[src/design/dual_window_min_max_tracker_top_macros.svh]
// ----------------------------------------------------------------------------
// dual window min/max tracker assertion macros
// shared property forms for the tracker's checks
// ----------------------------------------------------------------------------
`ifndef DUAL_WINDOW_MIN_MAX_TRACKER_TOP_MACROS_SVH
`define DUAL_WINDOW_MIN_MAX_TRACKER_TOP_MACROS_SVH

// same-cycle implication
`define DWMM_ASSERT_NOW(lbl, ante, cons, msg) \
   lbl: assert property (@(posedge clock) disable iff (reset) (ante) |-> (cons)) \
      else $error(msg);

// next-cycle implication
`define DWMM_ASSERT_NEXT(lbl, ante, cons, msg) \
   lbl: assert property (@(posedge clock) disable iff (reset) (ante) |=> (cons)) \
      else $error(msg);

`endif

[src/design/dwmm_pkg.sv]
// ----------------------------------------------------------------------------
// dwmm_pkg
// shared constants and types of the dual window min/max tracker
// ----------------------------------------------------------------------------
package dwmm_pkg;

   localparam int MAX_WINDOW_DEFAULT  = 128;
   localparam int SAMPLE_BITS_DEFAULT = 16;
   localparam int LANE_COUNT          = 8;

   localparam int CSR_DATA_BITS  = 8;
   localparam int CSR_INDEX_BITS = 1;

   localparam logic [CSR_INDEX_BITS-1:0] CSR_SMALL_WINDOW = 1'b0;
   localparam logic [CSR_INDEX_BITS-1:0] CSR_LARGE_WINDOW = 1'b1;

   localparam logic [CSR_DATA_BITS-1:0] SMALL_WINDOW_RESET = 8'd10;
   localparam logic [CSR_DATA_BITS-1:0] LARGE_WINDOW_RESET = 8'd100;

   // result slots: bit 0 min, bit 1 short window, bit 2 ask channel
   localparam int RES_COUNT         = 8;
   localparam int RES_BID_MAX_LONG  = 0;
   localparam int RES_BID_MIN_LONG  = 1;
   localparam int RES_BID_MAX_SHORT = 2;
   localparam int RES_BID_MIN_SHORT = 3;
   localparam int RES_ASK_MAX_LONG  = 4;
   localparam int RES_ASK_MIN_LONG  = 5;
   localparam int RES_ASK_MAX_SHORT = 6;
   localparam int RES_ASK_MIN_SHORT = 7;

   typedef enum logic [1:0] {
      ST_IDLE,
      ST_SCAN,
      ST_DONE
   } state_type;

   typedef struct packed {
      logic shift_in;
      logic rotate;
   } hist_ctrl_type;

   typedef struct packed {
      logic clear;
      logic scan;
   } lane_ctrl_type;

endpackage

[src/design/dwmm_merge.sv]
// ----------------------------------------------------------------------------
// dwmm_merge
// combines the lane extremes into the final max/min set
// ----------------------------------------------------------------------------
module dwmm_merge
   import dwmm_pkg::*;
#(
   parameter int SAMPLE_BITS = SAMPLE_BITS_DEFAULT,
   parameter int LANES       = LANE_COUNT
) (
   input  logic [LANES-1:0][RES_COUNT-1:0][SAMPLE_BITS-1:0] lane_result,
   output logic [RES_COUNT-1:0][SAMPLE_BITS-1:0]            merged
);

   always_comb begin
      merged = lane_result[0];
      for (int l = 1; l < LANES; l++) begin
         for (int k = 0; k < RES_COUNT; k++) begin
            if ((k % 2) == 1) begin
               if ($signed(lane_result[l][k]) < $signed(merged[k]))
                  merged[k] = lane_result[l][k];
            end else begin
               if ($signed(lane_result[l][k]) > $signed(merged[k]))
                  merged[k] = lane_result[l][k];
            end
         end
      end
   end

endmodule

[config.mk]
export PLATFORM = sky130hd
export DESIGN_NAME = dwmm_merge
export DESIGN_NICKNAME = d
export VERILOG_FILES = /design/src/design/dual_window_min_max_tracker_top_macros.svh /design/src/design/dwmm_pkg.sv /design/src/design/dwmm_merge.sv
export SDC_FILE = /design/constraint.sdc
export NUM_CORES = 2
export LEC_CHECK = 0
export BUFFER_PORTS_ARGS = -buffer_cell sky130_fd_sc_hd__buf_4
export CORE_AREA = 3 3 450 452
export DETAILED_ROUTE_END_ITERATION = 12
export DIE_AREA = 0 0 453 455
export PLACE_DENSITY_LB_ADDON = 0.1
export SLEW_MARGIN = 15
export SYNTH_ARGS = -nofsm -noshare
export SYNTH_HDL_FRONTEND = slang
export SYNTH_SLANG_ARGS = --single-unit
[constraint.sdc]
create_clock -name vclk -period 60.9
set_input_delay 12.18 -clock vclk [all_inputs]
set_output_delay 12.18 -clock vclk [all_outputs]
set_load 0.005 [all_outputs]
**After elaboration in Yosys (flattened, before gate mapping)**

Cells that the tools add are included.

- Output and inout bits: 128
- Word-level logic and storage cells: 112
- Register bits: 0
- Bits of input ports: 1024

- Muxes and demuxes: 56
- Order comparisons: 56

Operators with widths:

| cell | count |
|---|---|
| 16-bit 2-to-1 mux | 56 |
| 16-bit > comparator | 28 |
| 16-bit less-than comparator | 28 |

**Logic depth before layout (Yosys ltp)**

- Depth after elaboration: 14
- Mapped depth: 106
- Depth with buffers taken out: 97

**Worst setup path after synthesis**

Ideal clock, no wire load.

- Path type: input port to output port
- Start: input port lane_result[113] in the netlist's numbering
- End: output port merged[117] in the netlist's numbering
- Setup slack: 18972 ps
- Path buffers: 8
- Data required time: 48720 ps
- Arrival time: 29748 ps
- Stages: 100
- Path through: inv_1 > ha_1 > a21o_1 > a21o_1 > a21o_1 > a21o_1 > a21o_1 > a2111oi_0 > o21ai_0 > a21o_1 > a21o_1 > a21oi_1 > mux2i_1 > clkbuf_1 > mux2i_1 > ha_1 > a21o_1 > a21oi_1 > [... 64 more ...] > mux2i_1 > clkbuf_1 > mux2i_1 > ha_1 > a21oi_1 > nor2b_1 > o21ai_0 > nand2b_1 > a21oi_1 > nor2b_1 > o21ai_0 > and3_1 > inv_1 > o21ai_0 > nand2b_1 > o21ai_1 > buf_2 > mux2i_1

RTL lines:

| item | RTL line | RTL |
|---|---|---|
| start, declared | dwmm_merge.sv:11 | `input logic [LANES-1:0][RES_COUNT-1:0][SAMPLE_BITS-1:0] lane_result,` |
| end, declared | dwmm_merge.sv:12 | `output logic [RES_COUNT-1:0][SAMPLE_BITS-1:0] merged` |

==> results.cfg <==
[sta]
hold_viol_final = 0
finalCritPeriodShare_pct = 73.0
maxSlewViolCount = 0
layout_setup_ws_ps = 16420
fmax_ghz = 0.0225
grt_setup_unrepaired = false
layout_min_cycle_time_ps = 44480
finalSetupViolCount = 0
relSlewSlack_pct = 23.4
finalSetupTns_ps = 0
tightest_slew_ps = 1150

[place]
dpl.hpwl_um = 173000
dp_cells = 8542
port_buffers = 1152
place_congestion = 0.888
dp_slack_ps = 16560

[detailed_routing]
finalWirelength_um = 184000
drc = 0
routedWlPerCell_um = 21.4
drt.antenna.violating_nets = 0
drt_iter0_drc = 1621
via_per_inst = 4.41
drt_pass1_iterations = 5
vias = 37903

[worst_setup_path]
arrival_ps = 32300
worstSetupPathType = in -> out
crit_path_max_fanout = 26
cp_slowest_stage_delay_ps = 900
slowest_stage = nor4_1
critPathLaunchType = primary input
path_common_cell = a21oi_1
cp_data_required_time_ps = 48720
endpoint_kind = output port

[final_layout]
multiInputGateArea_sq_um = 31300
fin_nets = 7740
syn2layout_area_growth_pct = 34.9
nClkBuffers = 0
fin_util_pct = 23.4
num-fill-cells = 22385
seq_cell_count = 0
regArea_sq_um = 0
finalNonFillerCells = 8586
drive_gt1_share_pct = 26.0

[grt]
grt.overflow.total = 0
grt_util_met3_pct = 3.04
grt_max_degree = 33
grt-busiest-layer = met2
grt_pass1_wl_um = 260000
met2_usage_pct = 32.9
grt_antenna_before_repair = 103
globalRouteMet1Util_pct = 18.7
first_global_vias = 38527
grt_util_all_layers_pct = 16.8

[floorplanning]
core_sq_um = 199000
start_util_pct = 17.4
die_h_um = 455
num_rows = 164
die_w_um = 453
ios = 1152
dieArea_sq_um = 206000

[power]
comb_power_share_pct = 100.0
leakagePower_uw = 0.0249
power.net_switching_uw = 1300
swShare_pct = 53.8
ir_drop_mv = 0.0618
internal-power_uw = 1120
p_seq_share_pct = 0
clockPowerShare_pct = 0
pwr_density_cell_nw_per_um2 = 51.9

[flow_run]
maxCapViolCount = 0

[synthesis]
yosysUniqueCellTypes = 108
syn_area_sq_um = 34600
netlist_instances = 4801
ys_top_cells_by_area = ha_1, mux2i_1, inv_1
yosysSeqAreaShare_pct = 0
ys_warn_count = 0
yosys-top-cells-count = ha_1, inv_1, mux2i_1
synth_area_per_cell_sq_um = 7.22
synth.top_cell.area_share_pct = 29.9
yosysTopAreaCell = ha_1
synth.net_count = 6653
yosys.cell_count.top_type = ha_1

[clocking]
cts_resized = 0
hold_buffers = 0
post_cts_buffers = 0

[status]
outcome = finished clean

[min_path]
hold_path_class = in -> out
holdPathStages = 4
## through the flow
step | area (sq um) | power (uW) | hold WS, ps
after floorplan | 34600 | 1560 | 24450
after global placement | 46600 | 2460 | 24650
after detailed placement | 46600 | 2450 | 24650
after CTS | 46600 | 2470 | 24660
after global routing | 46700 | 2730 | 24680
final | 46700 | 2420 | 24650
## area by class of cell
class | count | share of cell area [%]
Timing Repair Buffer | 1192 | 19.2
Multi-Input combinational cell | 3884 | 66.9
Inverter | 810 | 6.51
Antenna cell | 44 | 0.236
Tap cell | 2656 | 7.11
## metal layers
| layer | wire, um | up-vias | part of all wire, % |
|---|---|---|---|
| met1 | 72500 | 17326 | 39 |
| li1 | - | 19540 | - |
| met4 | 3570 | 36 | 1.9 |
| met5 | 271 | - | 0.15 |
| met3 | 9140 | 184 | 5.0 |
| met2 | 98500 | 817 | 54 |
## path summary, 6_finish.rpt
check | start | end | slack [ps]
max | lane_result[45] | merged[38] | 16420
min | lane_result[902] | merged[6] | 24650
## power groups by stage
| stage | Clock (uW) | Sequential, uW | Combinational [uW] |
|---|---|---|---|
| finish | 0.0000905 | 0 | 2420 |
| CTS | 0 | 0 | 2470 |
| global placement | 0 | 0 | 2460 |
| detailed placement | 0 | 0 | 2450 |
| global route | 0.0000690 | 0 | 2730 |
| floorplan | 0 | 0 | 1560 |
## layout by cell type (no fill, tap or decap), drive strengths merged, types with 32 or more instances in the layout
cell | synthesis | routed
buf | 29 | 1192
ha | 828 | 828
inv | 810 | 810
mux2i | 381 | 381
a21oi | 378 | 378
o21ai | 302 | 302
nor2 | 300 | 300
nand2 | 242 | 242
mux2 | 241 | 241
a21o | 148 | 148
nand4 | 131 | 131
nor2b | 116 | 116
nand2b | 88 | 88
nand3 | 83 | 83
a31oi | 48 | 48
nor3 | 46 | 46
diode | 0 | 44
or2 | 34 | 34
and3 | 32 | 32
o211ai | 32 | 32
## critical path: cells and delay by family
family,cells,cell delay [ps]
AND/OR/NAND/NOR,28,7920
adder cells (fa/ha/maj),7,2290
multiplexers,6,1900
AO/OA/AOI/OAI,28,6020
buffers and inverters,12,1900
## cells by family after synthesis
logic type                 after synthesis  share of synthesized area [%]
AOI/OAI and AO/OA                     1187                           22.1
xor gates and xnor gates                35                          0.907
adders and majority gates              838                           30.2
buffers and inverters                  917                           10.1
muxes                                  622                           18.9
and+or+nand+nor                       1202                           17.9
Power figures use the tool's default switching activity.
