===== src/design/dual_window_min_max_tracker_top_macros.svh =====
// ----------------------------------------------------------------------------
// dual window min/max tracker assertion macros
// shared property forms for the tracker's checks
// ----------------------------------------------------------------------------
`ifndef DUAL_WINDOW_MIN_MAX_TRACKER_TOP_MACROS_SVH
`define DUAL_WINDOW_MIN_MAX_TRACKER_TOP_MACROS_SVH

// same-cycle implication
`define DWMM_ASSERT_NOW(lbl, ante, cons, msg) \
   lbl: assert property (@(posedge clock) disable iff (reset) (ante) |-> (cons)) \
      else $error(msg);

// next-cycle implication
`define DWMM_ASSERT_NEXT(lbl, ante, cons, msg) \
   lbl: assert property (@(posedge clock) disable iff (reset) (ante) |=> (cons)) \
      else $error(msg);

`endif


===== src/design/dwmm_pkg.sv =====
// ----------------------------------------------------------------------------
// dwmm_pkg
// shared constants and types of the dual window min/max tracker
// ----------------------------------------------------------------------------
package dwmm_pkg;

   localparam int MAX_WINDOW_DEFAULT  = 128;
   localparam int SAMPLE_BITS_DEFAULT = 16;
   localparam int LANE_COUNT          = 8;

   localparam int CSR_DATA_BITS  = 8;
   localparam int CSR_INDEX_BITS = 1;

   localparam logic [CSR_INDEX_BITS-1:0] CSR_SMALL_WINDOW = 1'b0;
   localparam logic [CSR_INDEX_BITS-1:0] CSR_LARGE_WINDOW = 1'b1;

   localparam logic [CSR_DATA_BITS-1:0] SMALL_WINDOW_RESET = 8'd10;
   localparam logic [CSR_DATA_BITS-1:0] LARGE_WINDOW_RESET = 8'd100;

   // result slots: bit 0 min, bit 1 short window, bit 2 ask channel
   localparam int RES_COUNT         = 8;
   localparam int RES_BID_MAX_LONG  = 0;
   localparam int RES_BID_MIN_LONG  = 1;
   localparam int RES_BID_MAX_SHORT = 2;
   localparam int RES_BID_MIN_SHORT = 3;
   localparam int RES_ASK_MAX_LONG  = 4;
   localparam int RES_ASK_MIN_LONG  = 5;
   localparam int RES_ASK_MAX_SHORT = 6;
   localparam int RES_ASK_MIN_SHORT = 7;

   typedef enum logic [1:0] {
      ST_IDLE,
      ST_SCAN,
      ST_DONE
   } state_type;

   typedef struct packed {
      logic shift_in;
      logic rotate;
   } hist_ctrl_type;

   typedef struct packed {
      logic clear;
      logic scan;
   } lane_ctrl_type;

endpackage


===== src/design/dwmm_lane.sv =====
// ----------------------------------------------------------------------------
// dwmm_lane
// per-lane running max/min of both channels over both windows
// ----------------------------------------------------------------------------
module dwmm_lane
   import dwmm_pkg::*;
#(
   parameter int MAX_WINDOW  = MAX_WINDOW_DEFAULT,
   parameter int SAMPLE_BITS = SAMPLE_BITS_DEFAULT,
   parameter int LANE_BASE   = 0,
   parameter int STEPS       = 16,
   parameter int STEP_BITS   = 4,
   parameter int SPAN_BITS   = 8
) (
   input  logic                                  clock,
   input  lane_ctrl_type                         ctrl,
   input  logic [STEP_BITS-1:0]                  step,
   input  logic [SPAN_BITS-1:0]                  span_long,
   input  logic [SPAN_BITS-1:0]                  span_short,
   input  logic [SAMPLE_BITS-1:0]                bid_head,
   input  logic [SAMPLE_BITS-1:0]                ask_head,
   output logic [RES_COUNT-1:0][SAMPLE_BITS-1:0] result
);

   localparam int DEPTH_BITS = $clog2(STEPS * ((MAX_WINDOW + STEPS - 1) / STEPS));
   localparam int AGE_BITS   = (DEPTH_BITS > SPAN_BITS) ? DEPTH_BITS : SPAN_BITS;

   localparam logic [SAMPLE_BITS-1:0] MOST_NEG = {1'b1, {(SAMPLE_BITS-1){1'b0}}};
   localparam logic [SAMPLE_BITS-1:0] MOST_POS = {1'b0, {(SAMPLE_BITS-1){1'b1}}};

   logic [RES_COUNT-1:0][SAMPLE_BITS-1:0] acc_ff;
   logic [RES_COUNT-1:0][SAMPLE_BITS-1:0] acc_in;
   logic [AGE_BITS-1:0]                   age;
   logic                                  in_long;
   logic                                  in_short;

   assign age      = AGE_BITS'(LANE_BASE) + AGE_BITS'(step);
   assign in_long  = age < AGE_BITS'(span_long);
   assign in_short = age < AGE_BITS'(span_short);

   always_comb begin
      logic [SAMPLE_BITS-1:0] v;
      logic                   hit;
      for (int k = 0; k < RES_COUNT; k++) begin
         v   = ((k / 4) == 1) ? ask_head : bid_head;
         hit = (((k / 2) % 2) == 1) ? in_short : in_long;
         acc_in[k] = acc_ff[k];
         if (ctrl.clear) begin
            acc_in[k] = ((k % 2) == 1) ? MOST_POS : MOST_NEG;
         end else if (ctrl.scan && hit) begin
            if ((k % 2) == 1) begin
               if ($signed(v) < $signed(acc_ff[k])) acc_in[k] = v;
            end else begin
               if ($signed(v) > $signed(acc_ff[k])) acc_in[k] = v;
            end
         end
      end
   end

   always_ff @(posedge clock) begin
      acc_ff <= acc_in;
   end

   assign result = acc_ff;

endmodule


===== config.mk =====
export PLATFORM = sky130hd
export DESIGN_NAME = dwmm_lane
export DESIGN_NICKNAME = d
export VERILOG_FILES = /design/src/design/dual_window_min_max_tracker_top_macros.svh /design/src/design/dwmm_pkg.sv /design/src/design/dwmm_lane.sv
export SDC_FILE = /design/constraint.sdc
export NUM_CORES = 1
export LEC_CHECK = 0
export BUFFER_PORTS_ARGS = -buffer_cell sky130_fd_sc_hd__buf_2
export CAP_MARGIN = 10
export CORE_MARGIN = 3
export CORE_UTILIZATION = 60
export CTS_BUF_LIST = sky130_fd_sc_hd__clkbuf_4
export DETAILED_ROUTE_END_ITERATION = 10
export GPL_ROUTABILITY_DRIVEN = 0
export PLACE_DENSITY = 0.86
export SLEW_MARGIN = 20
export SYNTH_ARGS = -nofsm -noshare
export SYNTH_HDL_FRONTEND = slang
export SYNTH_SLANG_ARGS = --single-unit

===== constraint.sdc =====
create_clock -name clock -period 4.21 [get_ports clock]
set_input_delay 0.2105 -clock clock [delete_from_list [all_inputs] [get_ports clock]]
set_output_delay 0.2105 -clock clock [all_outputs]
set_load 0.02 [all_outputs]

Word level (Yosys, flattened, before mapping)

Cells that the tools add are included.

$lt $le $gt $ge: 10
Reductions and logical operators: 10

Operators by type and width:

| operator                                      | number |
|---|---|
| 16-bit greater-than comparator                | 4 |
| 16-bit < comparator                           | 4 |
| 4-bit by 8-bit < comparator with 1-bit output | 2 |
| 2-bit AND reduction                           | 8 |
| 1-bit logical AND                             | 2 |

Register bits: 128
Input port bits: 55
Output and inout port bits: 128
Word-level logic and storage cells: 28

Logic depth before layout (Yosys ltp)

Depth after elaboration: 3
Gate-level depth with buffers: 11
Gate-level depth less buffers: 9

Worst setup path before layout

OpenSTA, ideal clock, no wires.

Kind: reg2reg
From: reg acc_ff, in the netlist result[37]
To: reg acc_ff, in the netlist result[47]
Library setup time: 0.121 ns
Data arrival time: 2.544 ns
Data required time: 4.089 ns
Setup slack: 1.546 ns
Cell stages (with the launch flop): 12
Buffers on the path: 2
Period minus slack after synthesis: 2.664 ns
Path through: dfxtp_1 inv_1 ha_1 a211oi_2 o21bai_1 a21o_1 a221o_1 a211oi_2 mux2_2 buf_6 buf_12 mux2i_1

Cells in the longest elaborated chain, start to end: 2

Ends and longest elaborated chain:

| element                              | RTL line        | RTL |
|---|---|---|
| start: declaration                   | dwmm_lane.sv:31 | `logic [RES_COUNT-1:0][SAMPLE_BITS-1:0] acc_ff;` |
| start signal: assignment             | dwmm_lane.sv:61 | `acc_ff <= acc_in;` |
| 16-bit greater-than comparator       | dwmm_lane.sv:54 | `if ($signed(v) > $signed(acc_ff[k])) acc_in[k] = v;` |
| 2-bit AND reduction (no source line) | n/a             |  |

No other way between the ends.
A chain may end at the register's enable or synchronous reset.

Final worst setup path

From: reg acc_ff, in the netlist result[15]
To: reg acc_ff, in the netlist result[11]

The elaborated chain is that of the path after synthesis.

==> metrics.txt <==
Layout Cells excl Fill ~1300; die height 123 um; vias in the first global route 6683; H-tree depth 4; clock root buffer clkbuf_4; # nets final 1323; skew final between 15 and 20 ps; Tot GR Track Use 26.2%; average cell area after synthesis 8.52 um^2; register area share after synthesis a little under a third; DP Cell Count roughly 1300; DR pass1 iterations 5; Yosys top cell area share 31.1%; Area Growth Syn to Fin 16.3%; post-detail-place hpwl ~15000 um; worst-skew pair later-pin latency 540 ps; Worst path top cell family by delay simple AND/OR/NAND/NOR gates; largest net degree at the start of global routing 97; CP arrival around 3400 ps; starting density of the core between 60 and 70%; slowest CP cell and4b_1; crit path capture type flop; worst path cell trace inv_1, ha_1, nand4_1, nor4_1, a21boi_1, or4_1, and4b_1, mux2i_1, nor2_1; via-per-instance ratio 5.50; # fillers approximately 1000; row count 42; pwr dens 357 mW/mm^2; cts repair resizes 0; maximum VDD drop ~280 uV; fraction of layout cells with a size suffix above 1 between 20% and 30%; Post-CTS Setup Bufs 0; port buffer count 182; Post-synth top flop dfxtp_1; outcome finished, final reports clean; Worst Tran Pin Value approximately 950 ps; CORE AREA 0.0133 mm^2; Mapped Area 0.00824 mm^2; initial antenna violation count 1; Worst setup SP type flop; slew margin rel. 36.9%; ys async rst share 0%; unrepaired setup endpoints after global routing no; total grt overflow 0; top area cells in the synthesized netlist dfxtp_1, ha_1, mux2i_1; DRC errors left 0; DRT Wirelength 20000 um; achievable clock frequency about 340 MHz; Largest register FFs 128; Tcrit/Tclk final about 71%; Synth cell types 49; syn nets 1153; Slew Limit Fails 0; Final setup viols 0; largest area contributor in the netlist dfxtp_1; CTS tree built; leak pwr 4.98 nW; first-pass GRT wire length 31500 um; die area between 0.015 and 0.02 mm^2; crit path max fanout 17; CTS Buffer Depth 2; IO Pins 183; synth warn 0; DIE WIDTH 123 um; CTS Buf Count 17; CP Class flop to flop; number of flops mapped to enable cells by yosys 0; clock sinks between 100 and 150; placed cell area approximately 0.009 mm^2; final setup TNS 0 ps; Initial DRC Count 391; DRT antenna net count 0; Hold Path Class input pin to flop; Final Critical Period slightly below 3000 ps; Final Hold Fails 0; vias about 7300; Worst EP required 4610 ps; CP bufs+invs 1; FF+latch count, synth roughly 130; clock-pin slew on the worst setup and hold paths roughly 110 ps; routed len/inst approximately 15 um; final instance area 0.00958 mm^2; max incr delay on CP 830 ps; Max-cap violations 0; Mapped Cells 968
## report_power, final
part / switching, mW / internal, mW / leakage [nW]
registers: 0.0897 / 1.32 / 1.05
logic: 0.608 / 0.401 / 3.75
clock network: 0.461 / 0.536 / 0.177
## worst reg2reg max path: stages (launching register included)
cell,delay (ps)
dfxtp_1,360
inv_1,50
ha_1,320
nand4_1,170
nor4_1,370
a21boi_1,240
or4_1,140
and4b_1,830
mux2i_1,290
nor2_1,70
## worst paths after layout
kind / from / end / slack, ps / cells past startpoint
setup reg to reg: result[15] / result[11] / 1230 / 9
hold / removal: ask_head[2] / result[98] / 40 / 3
hold reg to reg: result[34] / result[34] / 500 / 2
setup / recovery: result[15] / result[11] / 1230 / 9
## layout by cell type, fill, tap and decap left out, drive strengths merged, types with 30 or more instances in the layout
| cell | instances |
|---|---|
| mux2i | 66 |
| a21oi | 96 |
| nor2 | 87 |
| dfxtp | 128 |
| buf | 185 |
| inv | 130 |
| nor3 | 65 |
| ha | 130 |
| nand2b | 30 |
| nand2 | 38 |
| or2b | 38 |
## area by class of cell
class | instances | area, um^2 | share of cell area (%)
sequential | 128 | 2560 | 26.7
inverter | 130 | 488 | 5.09
antenna | 1 | 2.50 | 0.0261
clock buffer | 19 | 143 | 1.49
clock inverter | 13 | 193 | 2.01
multi-input combinational | 669 | 4960 | 51.7
tap | 176 | 220 | 2.30
timing repair buffer | 192 | 1020 | 10.6
## metrics by stage
step / setup WS [ps] / util [%] / hold slack (ps) / power [mW]
final: 1230 / 71.8 / 42.0 / 3.42
after global routing: 996 / 71.8 / 2.11 / 3.62
after CTS: 1240 / 71.8 / 1.13 / 3.43
after global placement: 1360 / 68.7 / 475 / 2.40
after detailed placement: 1230 / 68.7 / 491 / 2.44
after floorplan: 1550 / - / 358 / 2.15
## what timing repair did
action	CTS	global route
endpoints found under the hold margin	8	0
hold buffers	7	0
endpoints found under the setup margin	0	0
## Yosys cell counts (25+ instances only)
master    number
nand2b_1      30
clkbuf_1      25
or2b_2        27
nor2_1        87
inv_1        130
nand2_1       38
ha_1         130
nor3_1        65
dfxtp_1      128
a21oi_1       96
mux2i_1       66
## routing by layer
layer	GRT usage (%)	wire (um)	vias up
met1	34.9	9230	3383
met3	5.12	1280	27
li1	-	-	3669
met2	42.6	9200	230
met4	8.79	321	0
met5	0	0	-
## cell families (layout without fill, tap and decap cells)
group	count (synthesis)	count (layout)	share of synthesized area, %
AO/OA/AOI/OAI	168	168	12.4
adder cells (fa/ha/maj)	130	130	19.7
buffers and inverters	171	354	8.89
flip-flops	128	128	31.1
multiplexers	71	71	8.70
other	0	1	0
AND/OR/NAND/NOR	300	300	19.2
Note: power is estimated with default switching activity, not from simulation.
